`src/rtl/core/pec_pkg.sv`:
```
// ----------------------------------------------------------------------------
// pec_pkg: shared definitions for the path edge overlap check
// Sizes, command and work codes, and the structs passed between the parts.
// ----------------------------------------------------------------------------
package pec_pkg;

   localparam int EDGE_ID_BITS    = 16;
   localparam int MAX_PATH_EDGES  = 1024;   // power of two
   localparam int ID_SPACE        = 1 << EDGE_ID_BITS;
   localparam int COUNT_BITS      = $clog2(MAX_PATH_EDGES + 1);
   localparam int LIST_ADDR_BITS  = $clog2(MAX_PATH_EDGES);
   localparam int PATH_BITS       = 16;
   localparam logic [PATH_BITS-1:0] PATH_MAX = {PATH_BITS{1'b1}};

   // command codes on the input channel
   localparam logic [2:0] CMD_LOAD_MAP = 3'd0;
   localparam logic [2:0] CMD_FIRST    = 3'd1;
   localparam logic [2:0] CMD_SECOND   = 3'd2;
   localparam logic [2:0] CMD_END_PATH = 3'd3;
   localparam logic [2:0] CMD_RESTART  = 3'd4;

   // work codes held in the command queue
   localparam logic [2:0] KIND_LOAD    = 3'd0;
   localparam logic [2:0] KIND_MARK    = 3'd1;
   localparam logic [2:0] KIND_CHECK   = 3'd2;
   localparam logic [2:0] KIND_END     = 3'd3;
   localparam logic [2:0] KIND_RESTART = 3'd4;

   localparam int CMDQ_DEPTH      = 4;      // power of two
   localparam int CMDQ_PTR_BITS   = $clog2(CMDQ_DEPTH);
   localparam int CMDQ_COUNT_BITS = $clog2(CMDQ_DEPTH + 1);

   localparam int RSPQ_DEPTH      = 2;      // power of two
   localparam int RSPQ_PTR_BITS   = $clog2(RSPQ_DEPTH);
   localparam int RSPQ_COUNT_BITS = $clog2(RSPQ_DEPTH + 1);

   typedef struct packed {
      logic [2:0]              kind;
      logic [EDGE_ID_BITS-1:0] id;
      logic [EDGE_ID_BITS-1:0] value;
   } cmd_entry_type;

   typedef struct packed {
      logic          valid;
      cmd_entry_type entry;
   } cmd_head_type;

   typedef struct packed {
      logic pop;
      logic init_busy;
   } back_ctrl_type;

   typedef struct packed {
      logic [PATH_BITS-1:0] path_number;
      logic                 no_overlap;
      logic                 list_overflow;
   } rsp_item_type;

endpackage

```
`src/rtl/core/pec_rsp_fifo.sv`:
```
// ----------------------------------------------------------------------------
// pec_rsp_fifo: result queue
// Holds finished results until the consumer pops them.
// ----------------------------------------------------------------------------
module pec_rsp_fifo (
   input  logic                  clock,
   input  logic                  reset,
   input  logic                  push,
   input  pec_pkg::rsp_item_type push_item,
   output logic                  full,
   input  logic                  rsp_pop,
   output logic                  rsp_empty,
   output pec_pkg::rsp_item_type head_item
);
   import pec_pkg::*;

   rsp_item_type               items_ff [RSPQ_DEPTH];
   logic [RSPQ_PTR_BITS-1:0]   wr_ptr_ff, wr_ptr_in;
   logic [RSPQ_PTR_BITS-1:0]   rd_ptr_ff, rd_ptr_in;
   logic [RSPQ_COUNT_BITS-1:0] count_ff, count_in;
   logic                       wr;
   logic                       rd;

   assign full      = (count_ff == RSPQ_COUNT_BITS'(RSPQ_DEPTH));
   assign rsp_empty = (count_ff == '0);
   assign wr        = push && !full;
   assign rd        = rsp_pop && !rsp_empty;

   assign wr_ptr_in = wr ? wr_ptr_ff + RSPQ_PTR_BITS'(1) : wr_ptr_ff;
   assign rd_ptr_in = rd ? rd_ptr_ff + RSPQ_PTR_BITS'(1) : rd_ptr_ff;

   always_comb begin
      case ({wr, rd})
         2'b10:   count_in = count_ff + RSPQ_COUNT_BITS'(1);
         2'b01:   count_in = count_ff - RSPQ_COUNT_BITS'(1);
         default: count_in = count_ff;
      endcase
   end

   always_ff @(posedge clock) begin
      if (reset) begin
         wr_ptr_ff <= '0;
         rd_ptr_ff <= '0;
         count_ff  <= '0;
      end else begin
         wr_ptr_ff <= wr_ptr_in;
         rd_ptr_ff <= rd_ptr_in;
         count_ff  <= count_in;
      end
   end

   always_ff @(posedge clock) begin
      if (wr) begin
         items_ff[wr_ptr_ff] <= push_item;
      end
   end

   assign head_item = items_ff[rd_ptr_ff];

endmodule

```
`config.mk`:
```
export PLATFORM = sky130hd
export DESIGN_NAME = pec_rsp_fifo
export DESIGN_NICKNAME = d
export VERILOG_FILES = /design/src/rtl/core/pec_pkg.sv /design/src/rtl/core/pec_rsp_fifo.sv
export SDC_FILE = /design/constraint.sdc
export NUM_CORES = 1
export LEC_CHECK = 0
export BUFFER_PORTS_ARGS = -buffer_cell sky130_fd_sc_hd__buf_4
export CAP_MARGIN = 10
export CORE_AREA = 3 3 76 78
export DETAILED_ROUTE_END_ITERATION = 12
export DIE_AREA = 0 0 79 81
export PLACE_DENSITY = 0.47
export SYNTH_ARGS = -nofsm -noshare
export SYNTH_HDL_FRONTEND = slang
export SYNTH_SLANG_ARGS = --single-unit
```
`constraint.sdc`:
```
create_clock -name clock -period 2 [get_ports clock]
set_input_delay 0.4 -clock clock [delete_from_list [all_inputs] [get_ports clock]]
set_output_delay 0.4 -clock clock [all_outputs]
set_load 0.01 [all_outputs]
```
==> impl_metrics.sql <==
INSERT INTO impl_metrics (metric_group, metric, value, unit) VALUES
('setup_path', 'crit-reg2reg-capture', 'count_ff[1]$_SDFFE_PP0P_', ''),
('place', 'port_buffers', '41', ''),
('synth', 'ys_dominant_reg_cell', 'sky130_fd_sc_hd__edfxtp_1', ''),
('synth', 'largest_area_contributor_in_the_netlist', 'sky130_fd_sc_hd__edfxtp_1', ''),
('sta', 'final_cycle_utilization_of_the_critical_path', '0.923', ''),
('floorplanning', 'floorplan.io_pins', '42', ''),
('synth', 'netlist_instances', '82', ''),
('cells_and_area', 'nets', '156', ''),
('sta', 'timing.final.max_slew_violations', '0', ''),
('hold_path', 'hp-class', 'in -> reg', ''),
('clocking', 'post-cts-setup-buffers', '0', ''),
('pwr', 'p_clk_frac', '0.246', ''),
('cells_and_area', 'final_area', '2060', 'um^2'),
('clocking', 'htreeDepth', '2', ''),
('setup_path', 'cp_num_buf_inv', '2', ''),
('detailed_routing', 'detailedRoute.firstPassIterationCount', '4', ''),
('sta', 'finalHoldViolCount', '0', ''),
('pwr', 'switchingPower', '0.687', 'mW'),
('sta', 'finalClockSkew', '0.00238', 'ns'),
('global_route', 'grt_first_pass_wirelength', '4060', 'um'),
('setup_path', 'setup.worst_path.end_class', 'output port', ''),
('setup_path', 'endpoint', 'head_item[6]', ''),
('setup_path', 'critPathArrivalTime', '1.45', 'ns'),
('setup_path', 'worstSetupPathType', 'reg -> out', ''),
('global_route', 'grt_remaining_overflow', '0', ''),
('setup_path', 'crit_path_max_incr_delay', '0.48', 'ns'),
('setup_path', 'critPathMaxFanout', '14', ''),
('detailed_routing', 'drc', '0', ''),
('global_route', 'grt_max_degree', '15', ''),
('global_route', 'grt_pass1_vias', '882', ''),
('detailed_routing', 'met2WireLength', '1350', 'um'),
('cells_and_area', 'insertedDiodeCount', '0', ''),
('synth', 'synth.top_cells.by_area', 'sky130_fd_sc_hd__edfxtp_1 (71%), sky130_fd_sc_hd__mux2_2 (8.2%), sky130_fd_sc_hd__dfxtp_1 (6.6%), sky130_fd_sc_hd__mux2_1 (5.2%), sky130_fd_sc_hd__xnor2_1 (1.2%)', ''),
('sta', 'rsz_0062_raised_after_global_routing', 'no', ''),
('run_status', 'status', 'complete, no violations', ''),
('clocking', 'tritoncts', 'yes', ''),
('sta', 'final.min_clock_period', '1.85', 'ns'),
('clocking', 'root_buffer', 'sky130_fd_sc_hd__clkbuf_8', ''),
('synth', 'synth_top_cells_by_count', 'sky130_fd_sc_hd__edfxtp_1 (36), sky130_fd_sc_hd__mux2_2 (11), sky130_fd_sc_hd__mux2_1 (7)', ''),
('sta', 'final.setup.tns', '0', 'ns'),
('clocking', 'clock_latency', '0.28', 'ns'),
('synth', 'number_of_synthesized_flops_with_an_enable_pin', '36', ''),
('setup_path', 'r2r_setup_slack', '0.47', 'ns'),
('synth', 'async_reset_ff_frac', '0', ''),
('setup_path', 'count_of_cell_instances_traversed_by_the_critical_path', '3', ''),
('floorplanning', 'fp-row-count', '26', ''),
('setup_path', 'crit_required', '1.60', 'ns'),
('detailed_routing', 'highest_layer', 'met4', ''),
('detailed_routing', 'final_routed_wirelength', '2690', 'um'),
('pwr', 'comb_power_share', '0.307', ''),
('detailed_routing', 'detailroute.via_count', '860', ''),
('synth', 'synth.yosys.seq_area_share', '0.778', ''),
('cells_and_area', 'area_delta_synth_final', '35.9', '%'),
('global_route', 'gr-usage-all-layers', '0.0861', ''),
('floorplanning', 'fp.coreArea', '5140', 'um^2'),
('pwr', 'ir_worst_vdd', '0.474', 'mV'),
('floorplanning', 'die_height', '81', 'um'),
('detailed_routing', 'initialDrtViolationCount', '29', ''),
('floorplanning', 'initial_core_util', '0.295', ''),
('pwr', 'power.share.sequential', '0.447', ''),
('setup_path', 'crit_path_start_kind', 'flop', ''),
('detailed_routing', 'drtAntennaViolNets', '0', ''),
('synth', 'avgSynthCellArea', '18.5', 'um^2'),
('clocking', 'clk_buf_depth', '2', ''),
('clocking', 'cts_hold_repair.buffers', '0', ''),
('place', 'detailed_place.area', '1950', 'um^2'),
('sta', 'fmax', '541', 'MHz'),
('floorplanning', 'die_width', '79', 'um'),
('synth', 'yosys.cell_count.top_type', 'sky130_fd_sc_hd__edfxtp_1', ''),
('clocking', 'clock-sinks', '41', ''),
('pwr', 'power-per-cell-area', '1250', 'nW/um^2');
## layout make-up
class / instances / area [um^2]
Clock buffer: 5 / 68.8
Sequential cell: 41 / 1180
Timing Repair Buffer: 46 / 358
Tap cell: 70 / 87.6
Inverter: 3 / 11.3
Multi-Input combinational cell: 36 / 315
Clock inverter: 3 / 41.3
Fill cell: 510 / 3080
## cell usage in the layout (no fill, tap or decap), types with 2 or more instances in the layout
cell                       count
sky130_fd_sc_hd__a21oi_1       2
sky130_fd_sc_hd__buf_4        45
sky130_fd_sc_hd__clkbuf_8      5
sky130_fd_sc_hd__dfxtp_1       5
sky130_fd_sc_hd__edfxtp_1     36
sky130_fd_sc_hd__inv_1         2
sky130_fd_sc_hd__mux2_1        7
sky130_fd_sc_hd__mux2_2       11
sky130_fd_sc_hd__nor2_1        4
sky130_fd_sc_hd__o21ai_0       2
sky130_fd_sc_hd__or3_1         2
sky130_fd_sc_hd__xnor2_1       2
## sequential cells by signal (all words and copies together) (netlist names), named ones only
register	count
items_ff	36
rd_ptr_ff	1
wr_ptr_ff	1
count_ff	2
## worst min path at each step
stage,from,to,slack (ns),cells after the start
after global routing,push_item[2],items_ff[0][2]$_DFFE_PP_,0.28,1
after detailed placement,wr_ptr_ff$_SDFFE_PP0P_,wr_ptr_ff$_SDFFE_PP0P_,0.49,2
final,push_item[15],items_ff[0][15]$_DFFE_PP_,0.30,1
after global placement,wr_ptr_ff$_SDFFE_PP0P_,wr_ptr_ff$_SDFFE_PP0P_,0.47,2
after floorplan,wr_ptr_ff$_SDFFE_PP0P_,wr_ptr_ff$_SDFFE_PP0P_,0.45,2
after CTS,push_item[15],items_ff[0][15]$_DFFE_PP_,0.28,1
## metrics by stage
step	utilization	power [mW]	setup slack (ns)	cells
final	0.401	2.58	0.153	204
after floorplan	-	1.59	0.337	82
after CTS	0.401	2.63	0.129	204
after global routing	0.401	2.72	0.0743	204
after global placement	0.380	1.97	0.467	196
after detailed placement	0.380	1.99	0.449	196
## cell families after synthesis
family                   after synthesis  share of synthesized area
adder cells (fa/ha/maj)                1                    0.00824
AO/OA/AOI/OAI                          5                     0.0181
multiplexers                          18                      0.134
buffers and inverters                  5                     0.0140
XOR/XNOR                               3                     0.0173
flip-flops                            41                      0.778
AND/OR/NAND/NOR                        9                     0.0305
## power groups by stage
stage          Sequential [mW]  Combinational [mW]  Clock, mW
6_report                  1.15               0.792      0.634
5_1_grt                   1.17               0.862      0.693
3_3_place_gp              1.17               0.800          0
3_5_place_dp              1.18               0.810          0
2_1_floorplan             1.15               0.445          0
4_1_cts                   1.16               0.814      0.659
## per-layer routing
layer	vias up	GRT usage
met1	416	0.0926
met3	6	0.0399
met4	0	0.0361
met2	30	0.146
met5	-	0
li1	408	-
No activity file was read; power rests on OpenSTA's default activity.
