`config.mk`:
```
export PLATFORM = sky130hd
export DESIGN_NAME = pec_front
export DESIGN_NICKNAME = d
export VERILOG_FILES = /design/src/rtl/core/pec_pkg.sv /design/src/rtl/core/pec_front.sv
export SDC_FILE = /design/constraint.sdc
export NUM_CORES = 1
export LEC_CHECK = 0
export ABC_AREA = 1
export BUFFER_PORTS_ARGS = -buffer_cell sky130_fd_sc_hd__buf_2
export CAP_MARGIN = 10
export CORE_MARGIN = 3
export CORE_UTILIZATION = 25
export CTS_BUF_LIST = sky130_fd_sc_hd__clkbuf_8
export DETAILED_ROUTE_END_ITERATION = 7
export PLACE_DENSITY = 0.38
export SKIP_CTS_REPAIR_TIMING = 1
export SLEW_MARGIN = 20
export SYNTH_ARGS = -nofsm -noshare
export SYNTH_HDL_FRONTEND = slang
export SYNTH_SLANG_ARGS = --single-unit
```
`constraint.sdc`:
```
create_clock -name clock -period 3.9 [get_ports clock]
set_clock_uncertainty 0.05 [all_clocks]
set_input_delay 0.585 -clock clock [delete_from_list [all_inputs] [get_ports clock]]
set_output_delay 0.585 -clock clock [all_outputs]
set_load 0.01 [all_outputs]
```
`src/rtl/core/pec_pkg.sv`:
```
// ----------------------------------------------------------------------------
// pec_pkg: shared definitions for the path edge overlap check
// Sizes, command and work codes, and the structs passed between the parts.
// ----------------------------------------------------------------------------
package pec_pkg;

   localparam int EDGE_ID_BITS    = 16;
   localparam int MAX_PATH_EDGES  = 1024;   // power of two
   localparam int ID_SPACE        = 1 << EDGE_ID_BITS;
   localparam int COUNT_BITS      = $clog2(MAX_PATH_EDGES + 1);
   localparam int LIST_ADDR_BITS  = $clog2(MAX_PATH_EDGES);
   localparam int PATH_BITS       = 16;
   localparam logic [PATH_BITS-1:0] PATH_MAX = {PATH_BITS{1'b1}};

   // command codes on the input channel
   localparam logic [2:0] CMD_LOAD_MAP = 3'd0;
   localparam logic [2:0] CMD_FIRST    = 3'd1;
   localparam logic [2:0] CMD_SECOND   = 3'd2;
   localparam logic [2:0] CMD_END_PATH = 3'd3;
   localparam logic [2:0] CMD_RESTART  = 3'd4;

   // work codes held in the command queue
   localparam logic [2:0] KIND_LOAD    = 3'd0;
   localparam logic [2:0] KIND_MARK    = 3'd1;
   localparam logic [2:0] KIND_CHECK   = 3'd2;
   localparam logic [2:0] KIND_END     = 3'd3;
   localparam logic [2:0] KIND_RESTART = 3'd4;

   localparam int CMDQ_DEPTH      = 4;      // power of two
   localparam int CMDQ_PTR_BITS   = $clog2(CMDQ_DEPTH);
   localparam int CMDQ_COUNT_BITS = $clog2(CMDQ_DEPTH + 1);

   localparam int RSPQ_DEPTH      = 2;      // power of two
   localparam int RSPQ_PTR_BITS   = $clog2(RSPQ_DEPTH);
   localparam int RSPQ_COUNT_BITS = $clog2(RSPQ_DEPTH + 1);

   typedef struct packed {
      logic [2:0]              kind;
      logic [EDGE_ID_BITS-1:0] id;
      logic [EDGE_ID_BITS-1:0] value;
   } cmd_entry_type;

   typedef struct packed {
      logic          valid;
      cmd_entry_type entry;
   } cmd_head_type;

   typedef struct packed {
      logic pop;
      logic init_busy;
   } back_ctrl_type;

   typedef struct packed {
      logic [PATH_BITS-1:0] path_number;
      logic                 no_overlap;
      logic                 list_overflow;
   } rsp_item_type;

endpackage

```
`src/rtl/core/pec_front.sv`:
```
// ----------------------------------------------------------------------------
// pec_front: input side of the overlap check
// Decodes commands into work codes and buffers them in a short queue.
// ----------------------------------------------------------------------------
module pec_front (
   input  logic                   clock,
   input  logic                   reset,
   input  logic                   req_push,
   input  logic [2:0]             req_command,
   input  logic [15:0]            req_edge_id,
   input  logic [15:0]            req_map_value,
   output logic                   req_full,
   input  pec_pkg::back_ctrl_type back_ctrl,
   output pec_pkg::cmd_head_type  cmd_head
);
   import pec_pkg::*;

   cmd_entry_type              entries_ff [CMDQ_DEPTH];
   logic [CMDQ_PTR_BITS-1:0]   wr_ptr_ff, wr_ptr_in;
   logic [CMDQ_PTR_BITS-1:0]   rd_ptr_ff, rd_ptr_in;
   logic [CMDQ_COUNT_BITS-1:0] count_ff, count_in;

   logic [2:0]    kind;
   logic          keep;
   logic          accept;
   logic          wr;
   logic          rd;
   cmd_entry_type new_entry;

   // unused commands are taken and dropped here
   always_comb begin
      kind = KIND_LOAD;
      keep = 1'b1;
      case (req_command)
         CMD_LOAD_MAP: kind = KIND_LOAD;
         CMD_FIRST:    kind = KIND_MARK;
         CMD_SECOND:   kind = KIND_CHECK;
         CMD_END_PATH: kind = KIND_END;
         CMD_RESTART:  kind = KIND_RESTART;
         default:      keep = 1'b0;
      endcase
   end

   assign new_entry.kind  = kind;
   assign new_entry.id    = req_edge_id[EDGE_ID_BITS-1:0];
   assign new_entry.value = req_map_value[EDGE_ID_BITS-1:0];

   assign req_full = (count_ff == CMDQ_COUNT_BITS'(CMDQ_DEPTH)) || back_ctrl.init_busy;
   assign accept   = req_push && !req_full;
   assign wr       = accept && keep;
   assign rd       = back_ctrl.pop && (count_ff != '0);

   assign wr_ptr_in = wr ? wr_ptr_ff + CMDQ_PTR_BITS'(1) : wr_ptr_ff;
   assign rd_ptr_in = rd ? rd_ptr_ff + CMDQ_PTR_BITS'(1) : rd_ptr_ff;

   always_comb begin
      case ({wr, rd})
         2'b10:   count_in = count_ff + CMDQ_COUNT_BITS'(1);
         2'b01:   count_in = count_ff - CMDQ_COUNT_BITS'(1);
         default: count_in = count_ff;
      endcase
   end

   always_ff @(posedge clock) begin
      if (reset) begin
         wr_ptr_ff <= '0;
         rd_ptr_ff <= '0;
         count_ff  <= '0;
      end else begin
         wr_ptr_ff <= wr_ptr_in;
         rd_ptr_ff <= rd_ptr_in;
         count_ff  <= count_in;
      end
   end

   always_ff @(posedge clock) begin
      if (wr) begin
         entries_ff[wr_ptr_ff] <= new_entry;
      end
   end

   assign cmd_head.valid = (count_ff != '0);
   assign cmd_head.entry = entries_ff[rd_ptr_ff];

endmodule

```
==> summary.md, run 1 <==
| Metric | Value |
|---|---|
| Pin count of the biggest net entering global routing | 71 |
| Worst-case clock buffer depth | 2 |
| Clock power frac | 0.315 |
| Antenna cells | 0 |
| Slew HR | 0.527 |
| Height of the die | 157 um |
| DP HPWL | slightly above 8 mm |
| GRT overflow | 0 |
| Core box area | about 0.022 mm2 |
| PwrDens | ~570 mW/mm2 |
| Gate Count Post-Synth | around 420 |
| Peak VDD IR | 0.192 mV |
| Min-delay src | req_map_value[6] |
| CP required | between 3000 and 4000 ps |
| Number of clock buffers inserted by TritonCTS | 17 |
| Initial drt markers | about 170 |
| Final core occ | 0.308 |
| FP Rows | 54 |
| Initial antenna violation count | 2 |
| Pleak | approximately 2.4 nW |
| Pre-CTS setup slack | 1360 ps |
| Worst Path Arrival | around 2200 ps |
| Die span in x | ~160 um |
| Outcome | completed |
| Worst-path clk slew | roughly 80 ps |
| Final period util | 0.723 |
| Post-layout min period | 2820 ps |
| Worst R2R Start | count_ff[1] |
| Reg-to-reg critical path endpoint | entries_ff[3][24] |
| Unique masters post-synth | 19 |
| Critical path class | flop to output port |
| Post-synthesis register bit count | between 100 and 150 |
| Comb power frac | 0.216 |
| Mapped Area | 0.00571 mm2 |
| Total of max-cap violations | 0 |
| Nets | 550 |
| Worst Setup End Kind | output port |
| Max Slew Vio Count | 0 |
| DR vias | between 3k and 4k |
| Min Hold Slack | about 320 ps |
| PortBufs | between 70 and 80 |
| Share of layout cells above drive strength 1 | 0.236 |
| Vias in the first global route | 3609 |
| Final setup viols | 0 |
| RSZ-0062 raised after global routing | false |
| Setup ws final | roughly 1100 ps |
| Vias/cell | ~4.3 |
| First-pass GRT wire length | 20.8 mm |
| RePlAce Congestion | 0.713 |
| CTS sink count | 149 |
| Avg Cell Area, Syn | ~14 um2 |
| Hold Crit Class | input pin to flop |
| Yosys synthesis warning count | 0 |
| Sequential power share | 0.469 |
| PnR Total Power | about 3.9 mW |
| Startpoint Class | flop |
| Total negative slack | 0 ps |
| Pre-Repair DR Iteration Count | 4 |
| Pint | 2.76 mW |
| Worst-Skew Late Latency | roughly 430 ps |
| # IOs | between 70 and 80 |
| Initial Util | 0.258 |
| FF-to-FF path depth | 7 |
| Switching power | 1.13 mW |
| CTS tree | done |
| WHS Endpoint | entries_ff[1][6] |
| Area Overhead vs Synth | 19.6% |
| DRT antenna net count | 0 |
| Critical-path maximum fanout | 70 |
| Synthesized Nets | ~470 |
| Max Clk Rate | between 300 and 400 MHz |
| Final hold vios | 0 |
| Sequential fraction of the synthesis area | 0.767 |
| Hold path depth | 1 |
| H-tree depth | 4 |
| Drt drc | 0 |
| Switching portion of total power | 0.291 |
| Register-to-Register Setup Slack | roughly 1800 ps |
| Worst slew pin tran | a little over 700 ps |
| DR WL/cell | about 17 um |
| Root Driver | clkbuf_8 |
| GRT Util Overall | 0.113 |
| Die area | ~0.025 mm2 |
| DRT Wirelength | about 13 mm |
placed cells by master, fill, tap and decap left out:
cell        count
clkinv_2        1
o21ai_1        23
inv_1          27
edfxtp_1      140
nand2_1        14
o22ai_1        35
clkinv_1        1
inv_4           1
nor2_2          1
fa_1            1
buf_2          76
ha_1            5
nor2_4          4
buf_4          11
a21oi_1         5
dfxtp_1         7
dfxtp_2         2
inv_2           2
nor2_1         82
nand3_1         4
bufinv_16       4
o21ai_0        51
clkbuf_8       17
clkinvlp_4      2
clkinv_4        1
per-layer routing:
layer,routed length [um],up-vias,global-route usage,share of wire
met1,6300,1672,0.147,0.47
met4,118,4,0.0355,0.0088
met3,701,12,0.0410,0.052
li1,-,1696,-,-
met5,27,-,0,0.0020
met2,6230,66,0.177,0.47
synth_stat cells, drive strengths merged:
master | n | area (um2)
a21oi | 5 | 25.0
buf | 20 | 133
clkbuf | 1 | 5.00
dfxtp | 9 | 180
edfxtp | 140 | 4200
fa | 1 | 20.0
ha | 5 | 62.6
inv | 24 | 92.6
nand2 | 14 | 52.6
nand3 | 4 | 20.0
nor2 | 87 | 329
o21ai | 74 | 370
o22ai | 35 | 219
cells by family (layout without fill, tap and decap cells):
family | after synthesis | after routing | share of synthesized area
buf+inv | 45 | 143 | 0.0403
flops | 149 | 149 | 0.767
simple gates | 105 | 105 | 0.0703
compound gates | 114 | 114 | 0.108
fa+ha+maj | 6 | 6 | 0.0145
metrics by stage:
step                instances  area, um2
floorplan                 419       5710
global placement          765       6420
detailed placement        765       6420
CTS                       797       6830
global route              797       6830
finish                    797       6830
sequential cells by signal, summed over array words and instances (netlist names), named ones only:
name,cells
count_ff,3
entries_ff,140
rd_ptr_ff,2
wr_ptr_ff,2
power by group through the flow:
stage	Combinational, mW	Sequential (mW)	Clock (mW)
3_5_place_dp	0.866	1.86	0
3_3_place_gp	0.867	1.86	0
6_report	0.839	1.83	1.22
4_1_cts	0.869	1.83	1.27
2_1_floorplan	0.541	1.86	0
5_1_grt	0.958	1.83	1.35
area by class of cell:
cell class                 count  area [um2]
tap                          280         350
clock buffer                  17         234
clock inverter                15         175
fill                        2258       15300
sequential                   149        4390
timing repair buffer          87         463
multi-input combinational    225        1130
inverter                      24        92.6
worst max path at each step:
stage | startpoint | endpoint | slack (ps) | cells past startpoint
global route | flop | cmd_head[5] | 820 | 5
finish | flop | cmd_head[5] | 1080 | 5
floorplan | req_command[1] | entries_ff[0][0] | 930 | 7
detailed placement | req_command[1] | entries_ff[3][27] | 1360 | 9
global placement | req_command[1] | entries_ff[3][27] | 1410 | 9
CTS | flop | cmd_head[5] | 980 | 5
critical path, cell delays in order (launching register included):
cell,delay [ps]
dfxtp_2,320
buf_4,240
inv_4,570
o21ai_0,200
o22ai_1,250
buf_2,180
(Power assumes the default switching activity.)
==> inputs of run 2 (changes only) <==
==> constraint.sdc (replaced) <==
create_clock -name clock -period 2.7 [get_ports clock]
set_clock_uncertainty 0.05 [all_clocks]
set_input_delay 0.405 -clock clock [delete_from_list [all_inputs] [get_ports clock]]
set_output_delay 0.405 -clock clock [all_outputs]
set_load 0.01 [all_outputs]
==> summary.md, run 2 (synthesis gave the netlist of run 1 again) <==
| Metric | Value |
|---|---|
| Worst-Skew Late Latency | about 430 ps |
| Largest registers | entries_ff x140, count_ff x3 |
| Critical-path maximum fanout | 22 |
| DRT antenna net count | 0 |
| FP Rows | 54 |
| Max FFs per register | 140 |
| Pre-CTS setup slack | approximately 540 ps |
| Total negative slack | 0 ps |
| H-tree depth | 4 |
| Pin count of the biggest net entering global routing | 53 |
| GRT Util Overall | 0.108 |
| DR WL/cell | around 17 um |
| # IOs | 77 |
| Worst-case clock buffer depth | 2 |
| Max stage delay on crit path | between 400 and 500 ps |
| Hold Crit Class | input pin to flop |
| Pleak | about 2.4 nW |
| Initial antenna violation count | 1 |
| Worst Path Arrival | between 2000 and 2500 ps |
| Core box area | roughly 0.022 mm2 |
| DP HPWL | approximately 7.6 mm |
| Slew HR | 0.692 |
| Total of max-cap violations | 0 |
| Area Overhead vs Synth | 20.3% |
| Critical path's slowest cell | dfxtp_2 |
| PortBufs | 76 |
| Max Clk Rate | 402 MHz |
| Die span in x | 157 um |
| FF-to-FF path depth | 12 |
| Setup ws final | 210 ps |
| Final setup viols | 0 |
| Switching portion of total power | 0.307 |
| Post-layout min period | between 2000 and 2500 ps |
| Min-delay src | req_map_value[13] |
| Pint | 3.86 mW |
| Pre-Repair DR Iteration Count | 4 |
| Max Slew Vio Count | 0 |
| CP required | around 2300 ps |
| RePlAce Congestion | approximately 0.7 |
| Most common cell after layout, fill and taps aside | edfxtp_1 |
| Crit path max-delay family | buffers and inverters |
| Bufs and invs on worst path | 3 |
| Peak VDD IR | between 0.3 and 0.4 mV |
| Initial drt markers | around 220 |
| Comb power frac | 0.219 |
| Number of clock buffers inserted by TritonCTS | 17 |
| Multi-input logic area | about 0.0011 mm2 |
| WHS Endpoint | entries_ff[3][13] |
| CTS tree | done |
| Switching power | 1.71 mW |
| DR vias | 3462 |
| GRT overflow | 0 |
| Final hold vios | 0 |
| Root Driver | clkbuf_8 |
| Startpoint Class | flop |
| PwrDens | roughly 810 mW/mm2 |
| CTS sink count | 149 |
| Outcome | completed |
| Clock power frac | 0.300 |
| Share of layout cells above drive strength 1 | 0.243 |
| Hold path depth | 1 |
| Vias in the first global route | ~3.4k |
| Critical path class | flop to output port |
| Worst R2R Start | count_ff[1] |
| Die area | ~0.025 mm2 |
| Register area | between 0.004 and 0.005 mm2 |
| DRT Wirelength | roughly 13 mm |
| Most flops, register | entries_ff |
| Antenna cells | 0 |
| Worst slew pin tran | 462 ps |
| Worst Setup End Kind | output port |
| Register-to-Register Setup Slack | between 600 and 700 ps |
| Drt drc | 0 |
| Crit path depth | 5 |
| Reg-to-reg critical path endpoint | count_ff[2] |
| Height of the die | approximately 160 um |
| Final core occ | 0.310 |
| CP Cell Sequence | inv_2, buf_12, o21ai_1, o22ai_1, buf_2 |
| Worst-path clk slew | around 80 ps |
| Nets | ~550 |
| Vias/cell | between 4 and 5 |
| Final period util | 0.922 |
| Sequential power share | 0.481 |
| Commonest cells after routing, fill and taps aside | edfxtp_1 (140), nor2_1 (82), buf_2 (76), o21ai_0 (51), o22ai_1 (35) |
| RSZ-0062 raised after global routing | false |
| First-pass GRT wire length | between 15 and 20 mm |
| Number of fill cells | around 2.2k |
| Initial Util | 0.258 |
| PnR Total Power | 5.57 mW |
[run 2: power groups by stage]
| stage | registers, mW | clock network, mW | logic, mW |
|---|---|---|---|
| floorplan | 2.69 | 0 | 0.781 |
| global placement | 2.74 | 0 | 1.24 |
| detailed placement | 2.74 | 0 | 1.25 |
| CTS | 2.69 | 1.74 | 1.25 |
| global route | 2.69 | 1.85 | 1.36 |
| finish | 2.68 | 1.67 | 1.22 |
[run 2: final cells by class]
| class | instances | area share |
|---|---|---|
| multi-input cells | 225 | 0.164 |
| inverters | 24 | 0.0135 |
| clock inverters | 15 | 0.0222 |
| well taps | 280 | 0.0510 |
| repair buffers | 84 | 0.0768 |
| flip-flops and latches | 149 | 0.638 |
| clock buffers | 17 | 0.0340 |
[run 2: stage by stage]
stage / std cells / hold WS (ps) / area (um2)
after floorplan: 419 / 400 / 5710
after global placement: 762 / 432 / 6490
after detailed placement: 762 / 435 / 6490
after CTS: 794 / 92.8 / 6870
after global routing: 794 / 90.0 / 6870
final: 794 / 135 / 6870
[run 2: worst max path at each step]
stage                       end  slack, ps      startpoint
5_1_grt             cmd_head[8]         50            flop
3_3_place_gp        count_ff[2]        610  req_command[0]
4_1_cts            cmd_head[15]        140            flop
3_5_place_dp        count_ff[2]        540  req_command[0]
6_report           cmd_head[33]        210            flop
2_1_floorplan  entries_ff[0][0]        -90  req_command[1]
[run 2: routing by layer]
layer,share of wire,vias up,global-route usage
met1,0.47,1689,0.143
met3,0.057,10,0.0360
met5,0.00099,-,0
li1,-,1691,-
met4,0.0085,2,0.0322
met2,0.47,70,0.168
